$ cat src/design/hrlp_pkg.sv
`timescale 1ns / 1ps
`default_nettype none

package hrlp_pkg;

	// Result kinds as they appear on the result channel.
	localparam logic [1:0] KIND_PATH   = 2'd0;
	localparam logic [1:0] KIND_ACCEPT = 2'd1;
	localparam logic [1:0] KIND_REJECT = 2'd2;

	// Method codes.
	localparam logic [2:0] METHOD_GET    = 3'd0;
	localparam logic [2:0] METHOD_POST   = 3'd1;
	localparam logic [2:0] METHOD_HEAD   = 3'd2;
	localparam logic [2:0] METHOD_PUT    = 3'd3;
	localparam logic [2:0] METHOD_DELETE = 3'd4;

	localparam int METHOD_COUNT = 5;

	// Field widths of the result item.
	localparam int LEN_W = 13;

	// Characters with a special role in the line.
	localparam logic [7:0] CHAR_SPACE   = 8'h20;
	localparam logic [7:0] CHAR_NEWLINE = 8'h0A;

	// Version token, one byte per position.
	localparam logic [7:0] VERSION_TOKEN [8] = '{
		8'h48, 8'h54, 8'h54, 8'h50, 8'h2F, 8'h31, 8'h2E, 8'h30
	};
	localparam logic [3:0] VERSION_LEN = 4'd8;

	// Method words, padded with zeros to eight positions.
	localparam logic [7:0] METHOD_WORDS [METHOD_COUNT][8] = '{
		'{8'h47, 8'h45, 8'h54, 8'h00, 8'h00, 8'h00, 8'h00, 8'h00},
		'{8'h50, 8'h4F, 8'h53, 8'h54, 8'h00, 8'h00, 8'h00, 8'h00},
		'{8'h48, 8'h45, 8'h41, 8'h44, 8'h00, 8'h00, 8'h00, 8'h00},
		'{8'h50, 8'h55, 8'h54, 8'h00, 8'h00, 8'h00, 8'h00, 8'h00},
		'{8'h44, 8'h45, 8'h4C, 8'h45, 8'h54, 8'h45, 8'h00, 8'h00}
	};
	localparam logic [3:0] METHOD_LENGTHS [METHOD_COUNT] = '{
		4'd3, 4'd4, 4'd4, 4'd3, 4'd6
	};

	// Parser phase, one-hot.
	typedef enum logic [3:0] {
		PH_IDLE    = 4'b0001,
		PH_VERSION = 4'b0010,
		PH_METHOD  = 4'b0100,
		PH_PATH    = 4'b1000
	} phase_t;

	// One classified result on its way from the front to the back.
	typedef struct packed {
		logic [1:0]       kind;
		logic [7:0]       data;
		logic [2:0]       method;
		logic [LEN_W-1:0] length;
	} res_t;

	// Handshake between the queue and the back part.
	typedef struct packed {
		logic valid;
		res_t entry;
	} queue_out_t;

endpackage

`default_nettype wire

$ cat src/design/hrlp_front.sv
`timescale 1ns / 1ps
`default_nettype none

module hrlp_front #(
	parameter int MAX_LINE_BYTES = 4096
) (
	input  wire logic          clk,
	input  wire logic          arst_n,
	input  wire logic          accept,
	input  wire logic [7:0]    data_byte,
	input  wire logic          starts_buffer,
	input  wire logic          ends_buffer,
	output logic               push,
	output hrlp_pkg::res_t     push_entry
);
	import hrlp_pkg::*;

	localparam int CNT_W = $clog2(MAX_LINE_BYTES + 1);
	localparam logic [CNT_W:0] MAX_COUNT = (CNT_W + 1)'(MAX_LINE_BYTES);

	phase_t                    phase_q;
	logic [3:0]                pos_q;
	logic [METHOD_COUNT-1:0]   cand_q;
	logic [CNT_W-1:0]          count_q;
	logic [2:0]                chosen_q;

	phase_t                    phase_e, phase_n;
	logic [3:0]                pos_e, pos_n;
	logic [METHOD_COUNT-1:0]   cand_e, cand_n;
	logic [CNT_W-1:0]          count_e, count_n;
	logic [2:0]                chosen_e, chosen_n;
	logic [CNT_W:0]            count_inc;
	logic [CNT_W+LEN_W-1:0]    count_ext;
	logic [METHOD_COUNT-1:0]   len_match;
	logic [METHOD_COUNT-1:0]   char_match;
	logic                      emit;
	logic [1:0]                kind;
	logic [7:0]                pbyte;

	// A first mark restarts the parse before the byte is looked at.
	always_comb begin
		if (starts_buffer) begin
			phase_e  = PH_VERSION;
			pos_e    = '0;
			cand_e   = '1;
			count_e  = '0;
			chosen_e = METHOD_GET;
		end else begin
			phase_e  = phase_q;
			pos_e    = pos_q;
			cand_e   = cand_q;
			count_e  = count_q;
			chosen_e = chosen_q;
		end
	end

	assign count_inc = {1'b0, count_e} + (CNT_W + 1)'(1);
	assign count_ext = {{LEN_W{1'b0}}, count_inc[CNT_W-1:0]};

	// Per-method compare of the current word position.
	always_comb begin
		for (int i = 0; i < METHOD_COUNT; i++) begin
			len_match[i]  = cand_e[i] && (METHOD_LENGTHS[i] == pos_e);
			char_match[i] = cand_e[i] && (pos_e < METHOD_LENGTHS[i]) &&
				(METHOD_WORDS[i][pos_e[2:0]] == data_byte);
		end
	end

	// Classify the byte and work out the next parse state.
	always_comb begin
		phase_n  = phase_e;
		pos_n    = pos_e;
		cand_n   = cand_e;
		count_n  = count_e;
		chosen_n = chosen_e;
		emit     = 1'b0;
		kind     = KIND_REJECT;
		pbyte    = '0;
		if (phase_e != PH_IDLE) begin
			emit = 1'b1;
			if (count_inc > MAX_COUNT) begin
				phase_n = PH_IDLE;
			end else begin
				count_n = count_inc[CNT_W-1:0];
				case (phase_e)
					PH_VERSION: begin
						if (pos_e < VERSION_LEN) begin
							if (data_byte != VERSION_TOKEN[pos_e[2:0]]) begin
								phase_n = PH_IDLE;
							end else begin
								pos_n = pos_e + 4'd1;
								emit  = ends_buffer;
								if (ends_buffer) phase_n = PH_IDLE;
							end
						end else if (data_byte != CHAR_SPACE) begin
							phase_n = PH_IDLE;
						end else begin
							phase_n = ends_buffer ? PH_IDLE : PH_METHOD;
							pos_n   = '0;
							cand_n  = '1;
							emit    = ends_buffer;
						end
					end
					PH_METHOD: begin
						if (data_byte == CHAR_SPACE) begin
							if (len_match == '0) begin
								phase_n = PH_IDLE;
							end else begin
								// Lowest matching method wins.
								for (int i = METHOD_COUNT - 1; i >= 0; i--) begin
									if (len_match[i]) chosen_n = 3'(i);
								end
								phase_n = ends_buffer ? PH_IDLE : PH_PATH;
								pos_n   = '0;
								emit    = ends_buffer;
							end
						end else begin
							cand_n = char_match;
							if (char_match == '0) begin
								phase_n = PH_IDLE;
							end else begin
								pos_n = pos_e + 4'd1;
								emit  = ends_buffer;
								if (ends_buffer) phase_n = PH_IDLE;
							end
						end
					end
					PH_PATH: begin
						if (data_byte == CHAR_NEWLINE) begin
							phase_n = PH_IDLE;
							kind    = KIND_ACCEPT;
						end else if (ends_buffer) begin
							phase_n = PH_IDLE;
						end else begin
							kind  = KIND_PATH;
							pbyte = data_byte;
						end
					end
					default: begin
						phase_n = PH_IDLE;
						emit    = 1'b0;
					end
				endcase
			end
		end
	end

	// Parse state registers.
	always_ff @(posedge clk or negedge arst_n) begin
		if (!arst_n) begin
			phase_q  <= PH_IDLE;
			pos_q    <= '0;
			cand_q   <= '1;
			count_q  <= '0;
			chosen_q <= METHOD_GET;
		end else if (accept) begin
			phase_q  <= phase_n;
			pos_q    <= pos_n;
			cand_q   <= cand_n;
			count_q  <= count_n;
			chosen_q <= chosen_n;
		end
	end

	// Every result item goes to the queue with unused fields cleared.
	always_comb begin
		push              = accept && emit;
		push_entry.kind   = kind;
		push_entry.data   = pbyte;
		push_entry.method = (kind == KIND_ACCEPT) ? chosen_e : METHOD_GET;
		push_entry.length = (kind == KIND_ACCEPT) ? count_ext[LEN_W-1:0] : '0;
	end

endmodule

`default_nettype wire

$ cat src/design/hrlp_queue.sv
`timescale 1ns / 1ps
`default_nettype none

module hrlp_queue #(
	parameter int DEPTH = 4
) (
	input  wire logic              clk,
	input  wire logic              arst_n,
	input  wire logic              push,
	input  wire hrlp_pkg::res_t    push_entry,
	output logic                   full,
	input  wire logic              pop,
	output hrlp_pkg::queue_out_t   head
);
	import hrlp_pkg::*;

	localparam int PTR_W = (DEPTH > 1) ? $clog2(DEPTH) : 1;
	localparam int CNT_W = $clog2(DEPTH + 1);
	localparam logic [PTR_W-1:0] LAST_PTR = PTR_W'(DEPTH - 1);
	localparam logic [CNT_W-1:0] FULL_CNT = CNT_W'(DEPTH);

	res_t             slots_q [DEPTH];
	logic [PTR_W-1:0] wr_ptr_q;
	logic [PTR_W-1:0] rd_ptr_q;
	logic [CNT_W-1:0] fill_q;
	logic             do_push;
	logic             do_pop;

	assign full       = (fill_q == FULL_CNT);
	assign do_push    = push && !full;
	assign do_pop     = pop && (fill_q != '0);
	assign head.valid = (fill_q != '0);
	assign head.entry = slots_q[rd_ptr_q];

	// Entry storage.
	always_ff @(posedge clk) begin
		if (do_push) slots_q[wr_ptr_q] <= push_entry;
	end

	// Pointers and fill level.
	always_ff @(posedge clk or negedge arst_n) begin
		if (!arst_n) begin
			wr_ptr_q <= '0;
			rd_ptr_q <= '0;
			fill_q   <= '0;
		end else begin
			if (do_push) wr_ptr_q <= (wr_ptr_q == LAST_PTR) ? '0 : wr_ptr_q + PTR_W'(1);
			if (do_pop)  rd_ptr_q <= (rd_ptr_q == LAST_PTR) ? '0 : rd_ptr_q + PTR_W'(1);
			if (do_push && !do_pop)      fill_q <= fill_q + CNT_W'(1);
			else if (do_pop && !do_push) fill_q <= fill_q - CNT_W'(1);
		end
	end

endmodule

`default_nettype wire

$ cat src/design/hrlp_back.sv
`timescale 1ns / 1ps
`default_nettype none

module hrlp_back (
	input  wire logic                      clk,
	input  wire logic                      arst_n,
	input  wire hrlp_pkg::queue_out_t      head,
	output logic                           pop,
	output logic                           result_valid,
	input  wire logic                      result_ready,
	output logic [1:0]                     result_kind,
	output logic [7:0]                     path_byte,
	output logic [2:0]                     method_code,
	output logic [hrlp_pkg::LEN_W-1:0]     consumed_length
);
	import hrlp_pkg::*;

	logic valid_q;
	res_t out_q;

	// The output register takes a new entry when it is empty or being drained.
	assign pop = head.valid && (!valid_q || result_ready);

	always_ff @(posedge clk or negedge arst_n) begin
		if (!arst_n) begin
			valid_q <= 1'b0;
		end else if (!valid_q || result_ready) begin
			valid_q <= head.valid;
		end
	end

	always_ff @(posedge clk) begin
		if (pop) out_q <= head.entry;
	end

	assign result_valid    = valid_q;
	assign result_kind     = out_q.kind;
	assign path_byte       = out_q.data;
	assign method_code     = out_q.method;
	assign consumed_length = out_q.length;

endmodule

`default_nettype wire

$ cat src/design/http_request_line_parser.sv
`timescale 1ns / 1ps
`default_nettype none

// Channel   Direction  Handshake                   Payload
// data      in         data_valid / data_ready     data_byte, starts_buffer, ends_buffer
// result    out        result_valid / result_ready result_kind, path_byte, method_code,
//                                                  consumed_length
//
// One byte is taken per cycle while the queue is not full. A result passes
// from its byte's transfer through the result queue and then the output
// register before its own transfer. The byte rate is set by the parse step
// and by the result queue between the parser and the output register.
// data_ready drops only while the queue is full, so a stalled result side
// stops the input after QUEUE_DEPTH + 1 results. Reset empties the queue and
// the output register and puts the parser in its idle phase.

module http_request_line_parser #(
	parameter int MAX_LINE_BYTES = 4096,
	parameter int QUEUE_DEPTH    = 4
) (
	input  wire logic                      clk,
	input  wire logic                      arst_n,
	input  wire logic                      data_valid,
	output logic                           data_ready,
	input  wire logic [7:0]                data_byte,
	input  wire logic                      starts_buffer,
	input  wire logic                      ends_buffer,
	output logic                           result_valid,
	input  wire logic                      result_ready,
	output logic [1:0]                     result_kind,
	output logic [7:0]                     path_byte,
	output logic [2:0]                     method_code,
	output logic [hrlp_pkg::LEN_W-1:0]     consumed_length
);
	import hrlp_pkg::*;

	logic       accept;
	logic       push;
	res_t       push_entry;
	logic       full;
	logic       pop;
	queue_out_t head;

	assign data_ready = !full;
	assign accept     = data_valid && data_ready;

	// Front: parse and classify each byte.
	hrlp_front #(
		.MAX_LINE_BYTES(MAX_LINE_BYTES)
	) u_front (
		.clk          (clk),
		.arst_n       (arst_n),
		.accept       (accept),
		.data_byte    (data_byte),
		.starts_buffer(starts_buffer),
		.ends_buffer  (ends_buffer),
		.push         (push),
		.push_entry   (push_entry)
	);

	// Queue between the two sides.
	hrlp_queue #(
		.DEPTH(QUEUE_DEPTH)
	) u_queue (
		.clk       (clk),
		.arst_n    (arst_n),
		.push      (push),
		.push_entry(push_entry),
		.full      (full),
		.pop       (pop),
		.head      (head)
	);

	// Back: output register toward the result channel.
	hrlp_back u_back (
		.clk            (clk),
		.arst_n         (arst_n),
		.head           (head),
		.pop            (pop),
		.result_valid   (result_valid),
		.result_ready   (result_ready),
		.result_kind    (result_kind),
		.path_byte      (path_byte),
		.method_code    (method_code),
		.consumed_length(consumed_length)
	);

endmodule

`default_nettype wire

$ cat config.mk
export PLATFORM = sky130hd
export DESIGN_NAME = http_request_line_parser
export DESIGN_NICKNAME = d
export VERILOG_FILES = /design/src/design/hrlp_pkg.sv /design/src/design/hrlp_front.sv /design/src/design/hrlp_queue.sv /design/src/design/hrlp_back.sv /design/src/design/http_request_line_parser.sv
export SDC_FILE = /design/constraint.sdc
export NUM_CORES = 1
export LEC_CHECK = 0
export ABC_AREA = 0
export BUFFER_PORTS_ARGS = -buffer_cell sky130_fd_sc_hd__buf_2
export CORE_UTILIZATION = 50
export CTS_BUF_LIST = sky130_fd_sc_hd__clkbuf_4 sky130_fd_sc_hd__clkbuf_8
export DETAILED_ROUTE_END_ITERATION = 6
export GPL_ROUTABILITY_DRIVEN = 1
export PLACE_DENSITY_LB_ADDON = 0.08
export SYNTH_ARGS = -nofsm -noshare
export SYNTH_HDL_FRONTEND = slang
export SYNTH_HIERARCHICAL = 1
export SYNTH_SLANG_ARGS = --single-unit
$ cat constraint.sdc
create_clock -name clk -period 9.2 [get_ports clk]
set_input_delay 1.84 -clock clk [delete_from_list [all_inputs] [get_ports clk]]
set_output_delay 1.84 -clock clk [all_outputs]
set_load 0.02 [all_outputs]
* Word-level counts from Yosys, hierarchy flattened
Memory sizes are Yosys's and may differ from the RTL's. A register that Yosys moved wholly into a read port is not among the register bits. Cells that the tools add are included. W data, S select, Z words.
Storage, ports and cells: flip-flop bits (word level) 37, bits in writable memories 104, bits in read-only memories 384, output and inout bits 28, word-level logic and storage cells 164, memories 7
Operators by class: add/sub/neg operators 6, magnitude comparators 6, equal/unequal tests 20, muxes and demuxes 84, bitwise logic cells 1, reduce and logical (&&, ||, !) cells 31
Memories:
- u_queue.slots_q | words 4, bits a word 26, read ports 1, clocked after memory_dff 1, write ports 1, RTL line hrlp_queue.sv:22 | res_t slots_q [DEPTH];
- (no name shown) | words 8, bits a word 8, read ports 1, clocked after memory_dff 0, write ports 0, RTL line hrlp_front.sv:65 | (METHOD_WORDS[i][pos_e[2:0]] == data_byte);
- (no name shown) | words 8, bits a word 8, read ports 1, clocked after memory_dff 0, write ports 0, RTL line hrlp_front.sv:65
- (no name shown) | words 8, bits a word 8, read ports 1, clocked after memory_dff 0, write ports 0, RTL line hrlp_front.sv:65
- (no name shown) | words 8, bits a word 8, read ports 1, clocked after memory_dff 0, write ports 0, RTL line hrlp_front.sv:65
- (no name shown) | words 8, bits a word 8, read ports 1, clocked after memory_dff 0, write ports 0, RTL line hrlp_front.sv:88 | if (data_byte != VERSION_TOKEN[pos_e[2:0]]) begin
- 1 more memories
Operators by type and width (number):
- $mux W8 | 17
- $mux W4 | 21
- $mux W13 | 4
- $mux W3 | 15
- $eq A8 B8 Y1 | 5
- $mux W5 | 6
- $logic_and A1 B1 Y1 | 22
- $add A13 B1 Y14 const B | 1
- $gt A14 B13 Y1 const B | 1
- $mux W2 | 7
- $pmux W4 S3 | 1
- $logic_not A5 Y1 | 2
- $mux W1 | 10
- $pmux W5 S2 | 1
- $eq A3 B4 Y1 const A | 2
- $eq A8 B4 Y1 const B | 1
- $eq A8 B6 Y1 const B | 1
- $lt A4 B3 Y1 const B | 2
- $ne A8 B6 Y1 const B | 1
- $ne A8 B8 Y1 | 1
- $pmux W4 S2 | 1
- $add A2 B1 Y2 const B | 2
- $add A4 B1 Y4 const B | 1
- $eq A2 B2 Y1 const B | 2
- 18 further kinds | 21

* Depth between registers and ports, before layout
word-level depth 19, gate-level depth with buffers 21, gate-level depth less buffers 18

* Cells and area by module
Netlist, hierarchy kept.
Modules (own cells, without submodules):
- hrlp_queue | times used 1, cells each 173, area each 4264.1 um^2, seq. area each 3298.2 um^2
- hrlp_front | times used 1, cells each 433, area each 3146.8 um^2, seq. area each 733.2 um^2
- hrlp_back | times used 1, cells each 30, area each 824.5 um^2, seq. area each 805.8 um^2
- http_request_line_parser | times used 1, cells each 2, area each 10.0 um^2, seq. area each 0.0 um^2

* Least setup slack after synthesis
No wires, ideal clock.
path type input to register, start input port starts_buffer, end memory u_queue/slots_q[3][0] (netlist name), enable pin, setup time 0.409 ns, arrival time 5.366 ns, path slack 3.425 ns, stages on the path 16, buffers on the path 6, cell sequence buf_4 > buf_2 > buf_2 > buf_1 > nor2b_1 > ha_1 > nand3_1 > nor4_1 > mux2i_1 > nand3_1 > o21ai_1 > buf_2 > buf_2 > a31oi_1 > nand2_1 > nor2_1
On the way: word-level cells in the longest chain between the ends 17
Ends and longest elaborated chain:
- start, declared | RTL line http_request_line_parser.sv:26 | input wire logic starts_buffer,
- $mux W4 | RTL line hrlp_front.sv:42 | if (starts_buffer) begin
- $not A3 Y4 (implied by the code) | RTL line hrlp_front.sv:65, hrlp_front.sv:88
- $mem_v2 Z8 W8
- $mux W8 (implied by the code) (2 in series) | RTL line hrlp_front.sv:65
- $eq A8 B8 Y1 | RTL line hrlp_front.sv:65
- $logic_and A1 B1 Y1 | RTL line hrlp_front.sv:64 | char_match[i] = cand_e[i] && (pos_e < METHOD_LENGTHS[i]) &&
- $logic_not A5 Y1 | RTL line hrlp_front.sv:119 | if (char_match == '0) begin
- $mux W1 | RTL line hrlp_front.sv:119
- $mux W1 | RTL line hrlp_front.sv:105 | if (data_byte == CHAR_SPACE) begin
- $pmux W1 S3 | RTL line hrlp_front.sv:85 | case (phase_e)
- $mux W1 | RTL line hrlp_front.sv:81 | if (count_inc > MAX_COUNT) begin
- $mux W1 (*) | RTL line hrlp_front.sv:79 | if (phase_e != PH_IDLE) begin
- $logic_and A1 B1 Y1 (*) | RTL line hrlp_front.sv:167 | push = accept && emit;
- net push | RTL line http_request_line_parser.sv:38 | logic push;
- $logic_and A1 B1 Y1 (*) | RTL line hrlp_queue.sv:30 | assign do_push = push && !full;
- $mux W1 (*) | RTL line hrlp_queue.sv:37 | if (do_push) slots_q[wr_ptr_q] <= push_entry;
- $mux W1 (implied by the code) (*) | RTL line hrlp_queue.sv:37
- end, declared | RTL line hrlp_queue.sv:22
Mark *: on every way through the listed nets, which the timed path passes. The rest lies on a longest branch. The select of a mux whose other input is x is not followed.

* Worst setup path in the final report
start input port starts_buffer, end register u_queue.fill_q[2]
On the way: word-level cells in the longest chain between the ends 18
Ends and longest elaborated chain:
- $mux W4 | RTL line hrlp_front.sv:42
- $not A3 Y4 (implied by the code) | RTL line hrlp_front.sv:65, hrlp_front.sv:88
- $mem_v2 Z8 W8
- $mux W8 (implied by the code) (2 in series) | RTL line hrlp_front.sv:65
- $eq A8 B8 Y1 | RTL line hrlp_front.sv:65
- $logic_and A1 B1 Y1 | RTL line hrlp_front.sv:64
- $logic_not A5 Y1 | RTL line hrlp_front.sv:119
- $mux W1 | RTL line hrlp_front.sv:119
- [3 not listed]
- $mux W1 (*) | RTL line hrlp_front.sv:79
- $logic_and A1 B1 Y1 (*) | RTL line hrlp_front.sv:167
- net push | RTL line http_request_line_parser.sv:38
- $logic_and A1 B1 Y1 (*) | RTL line hrlp_queue.sv:30
- net u_queue.do_push | RTL line hrlp_queue.sv:26 | logic do_push;
- $logic_not A1 Y1 | RTL line hrlp_queue.sv:50 | else if (do_pop && !do_push) fill_q <= fill_q - CNT_W'(1);
- $logic_and A1 B1 Y1 | RTL line hrlp_queue.sv:50
- $reduce_bool A2 Y1 (no source line)
- end signal, assigned | RTL line hrlp_queue.sv:49 | if (do_push && !do_pop) fill_q <= fill_q + CNT_W'(1);
- end signal, assigned | RTL line hrlp_queue.sv:50
- end, declared | RTL line hrlp_queue.sv:25 | logic [CNT_W-1:0] fill_q;
Marks and branches as above. A chain may end at the register's enable or synchronous reset.

==> flow_metrics.py <==
metrics = {
    "cts": {
        "cts_tree": "built",
        "cts_setup_buffers": 0,
        "cts_num_sinks": 167,
        "cts_hold_buffers": 0,
        "clk_transition_reported_paths_ns": 0.10,
        "cts.repair.resized": 0,
        "numCtsBuffers": 17,
        "clock-root-buffer": "clkbuf_8",
        "cts_max_path_buffers": 2,
        "clock_latency_ns": 0.45,
        "cts-htree-levels": 4,
    },
    "placed_design": {
        "dp_slack_ns": 3.24,
        "place_inst": 868,
        "hpwl_um": 11800,
        "place_area_um2": 8570,
        "gp_congestion": 0.922,
        "port_buffers": 41,
    },
    "job": {
        "cap_violations": 0,
    },
    "layout": {
        "final_area_um2": 8950,
        "syn_to_final_growth_pct": 8.53,
        "final_util_pct": 55.9,
        "final_common_cell": "edfxtp_1",
        "fillCellCount": 1377,
        "finalNonFillerCells": 900,
        "drive_above_1_share_pct": 19.6,
        "layout_common_cells": "130 x edfxtp_1, 57 x nor2_1, 42 x nand2_1",
        "fin_nets": 694,
        "n_antenna_cell": 0,
    },
    "detailed_routing": {
        "dr_total_vias": 5483,
        "drt_first_iter_violations": 478,
        "ant_nets": 0,
        "detail_route.wl_per_cell_um": 20.1,
        "drc": 0,
        "vias_per_cell": 6.09,
        "routed_wirelength_um": 18100,
        "dr.pass1.iters": 5,
    },
    "sta": {
        "clock.fmax_ghz": 0.180,
        "slew_headroom_pct": 40.5,
        "rsz0062_at_grt": "false",
        "drv_slew": 0,
        "fin_crit_ns": 5.55,
        "setup_viol": 0,
        "finalCritPeriodShare_pct": 60.3,
        "clock_skew_ns": 0.0127,
        "finalSetupTns_ns": 0,
        "fin_ws_ns": 3.65,
        "hold_viol_final": 0,
        "worst_slew_pin_slew_ns": 0.893,
    },
    "global_route": {
        "antenna_found_initial": 0,
        "grt_max_degree": 50,
        "grt_overflow": 0,
        "grt_first_pass_wirelength_um": 28800,
        "grt_usage_pct": 22.8,
        "grt_pass1_vias": 5318,
    },
    "floorplanning": {
        "core_um2": 16000,
        "die_height_um": 130,
        "start_util_pct": 51.5,
        "io_pins": 42,
        "die_x_um": 130,
        "rows": 46,
        "die_area_um2": 17000,
    },
    "synth": {
        "syn_area_um2": 8250,
        "synth.avg_cell_area_um2": 12.9,
        "synth-edff-count": 130,
        "ys_seq_area_share_pct": 58.7,
        "ys_types": 84,
        "async_reset_ff_share_pct": 22.2,
        "yosys_most_used_dff": "edfxtp_1",
        "yosysWarnings": 6,
        "synth_nets": 661,
        "synthCells": 638,
        "ys_seq_elements": 167,
    },
    "setup_path": {
        "critPathLaunchType": "input port",
        "cp.required_ns": 9.59,
        "worst_setup_path_end_kind": "register",
        "critPathMaxFanout": 49,
        "worstSetupPathType": "in2reg",
        "worstPathArrival_ns": 5.93,
    },
    "outcome": {
        "outcome": "finished, final reports clean",
    },
    "min_path": {
        "hold_class": "reg2reg",
    },
    "power_and_ir_drop": {
        "power.leakage_nw": 3.07,
        "power_density_nw_per_um2": 226,
        "vdd_drop_max_mv": 0.111,
    },
}
path summary, 6_finish.rpt:
| path | cells after the start | endpoint | slack [ns] | from |
|---|---|---|---|---|
| hold reg to reg | 1 | u_queue/fill_q[2] | 0.50 | u_queue/fill_q[2] |
| setup reg to reg | 17 | u_queue/fill_q[2] | 4.74 | u_front/pos_q[0] |
| max in group asynchronous | 1 | u_queue/wr_ptr_q[0] | 7.13 | arst_n |
| setup / recovery | 20 | u_queue/fill_q[2] | 3.65 | starts_buffer |
| hold / removal | 1 | u_queue/fill_q[2] | 0.50 | u_queue/fill_q[2] |
| min in group asynchronous | 1 | u_front/count_q[5] | 1.50 | arst_n |
cells by family after synthesis:
| group | Yosys count | share of synthesized area (%) |
|---|---|---|
| XOR/XNOR | 18 | 1.91 |
| buffers and inverters | 57 | 3.67 |
| adder cells (fa/ha/maj) | 9 | 1.46 |
| AO/OA/AOI/OAI | 125 | 10.4 |
| flip-flops | 167 | 58.7 |
| multiplexers | 36 | 8.89 |
| AND/OR/NAND/NOR | 226 | 15.0 |
layer usage:
layer	GRT usage, %	routed length [um]	vias to the layer above
li1	-	-	2525
met1	31.7	8030	2749
met4	7.91	282	0
met5	0	0	-
met3	4.28	976	23
met2	36.4	8780	186
stage by stage:
stage / hold slack, ns / total power [mW]
6_report: 0.499 / 2.03
5_1_grt: 0.540 / 2.14
4_1_cts: 0.505 / 2.05
3_5_place_dp: 0.491 / 1.56
3_3_place_gp: 0.483 / 1.55
2_1_floorplan: 0.464 / 1.42
Yosys cell counts (4+ instances only):
cell type    n  share of area, %
or3_1        6              0.46
buf_2       18               1.1
mux4_1       8               2.5
nand2b_1     7              0.53
nor4_1       6              0.46
mux2_2       6              0.82
xor2_1      10               1.1
clkbuf_1     9              0.41
nor2b_1      8              0.61
ha_1         8               1.2
dfrtp_1     31               9.4
mux4_2      18               4.9
nor3_1      16              0.97
dfstp_2      6               1.9
inv_1       17              0.77
a31oi_1     15               1.1
and2_1      21               1.6
nor2_1      58               2.6
nand3_1     18               1.1
o211ai_1     5              0.46
nand2_1     42               1.9
edfxtp_1   130                47
o22ai_1      4              0.30
o21ai_0     24               1.5
nand4_1      7              0.53
and3_1       9              0.68
a211oi_1     5              0.46
xnor2_1      8              0.85
a21oi_1     23               1.4
critical path, stage by stage:
cell and delay, ns:
buf_2 0.07, buf_4 0.42, and2b_1 0.28, inv_2 0.10, ha_1 0.30, xor2_1 0.17, a31oi_1 0.18, o32a_1 0.17
nor4_1 0.06, nor3_1 0.28, nand3_1 0.18, a21o_1 0.20, a31oi_1 0.25, nor2b_2 0.33, ha_1 0.23, inv_1 0.06
fa_1 0.37, xor2_1 0.17, nor2_1 0.11, xor2_1 0.15
cell type report:
type | instances | area (um^2) | share of cell area [%]
sequential | 167 | 4840 | 54.1
multi-input combinational | 414 | 3110 | 34.7
timing repair buffer | 51 | 280 | 3.13
tap | 216 | 270 | 3.02
clock buffer | 18 | 241 | 2.70
clock inverter | 14 | 136 | 1.52
inverter | 20 | 75.1 | 0.839
flip-flops by register name (all words and copies together) (netlist names), 3 cells and up:
name                    flops
u_back/consumed_length     13
u_back/method_code          3
u_back/path_byte            8
u_front/cand_q              5
u_front/chosen_q            3
u_front/count_q            13
u_front/phase_q             4
u_front/pos_q               4
u_queue/fill_q              3
u_queue/slots_q           104
power breakdown:
| group | internal, mW | total (mW) | switching, mW |
|---|---|---|---|
| Sequential | 0.955 | 1.00 | 0.0499 |
| Clock | 0.204 | 0.497 | 0.293 |
| Combinational | 0.220 | 0.525 | 0.305 |
| Total | 1.38 | 2.03 | 0.648 |
Note: power is estimated with default switching activity, not from simulation.
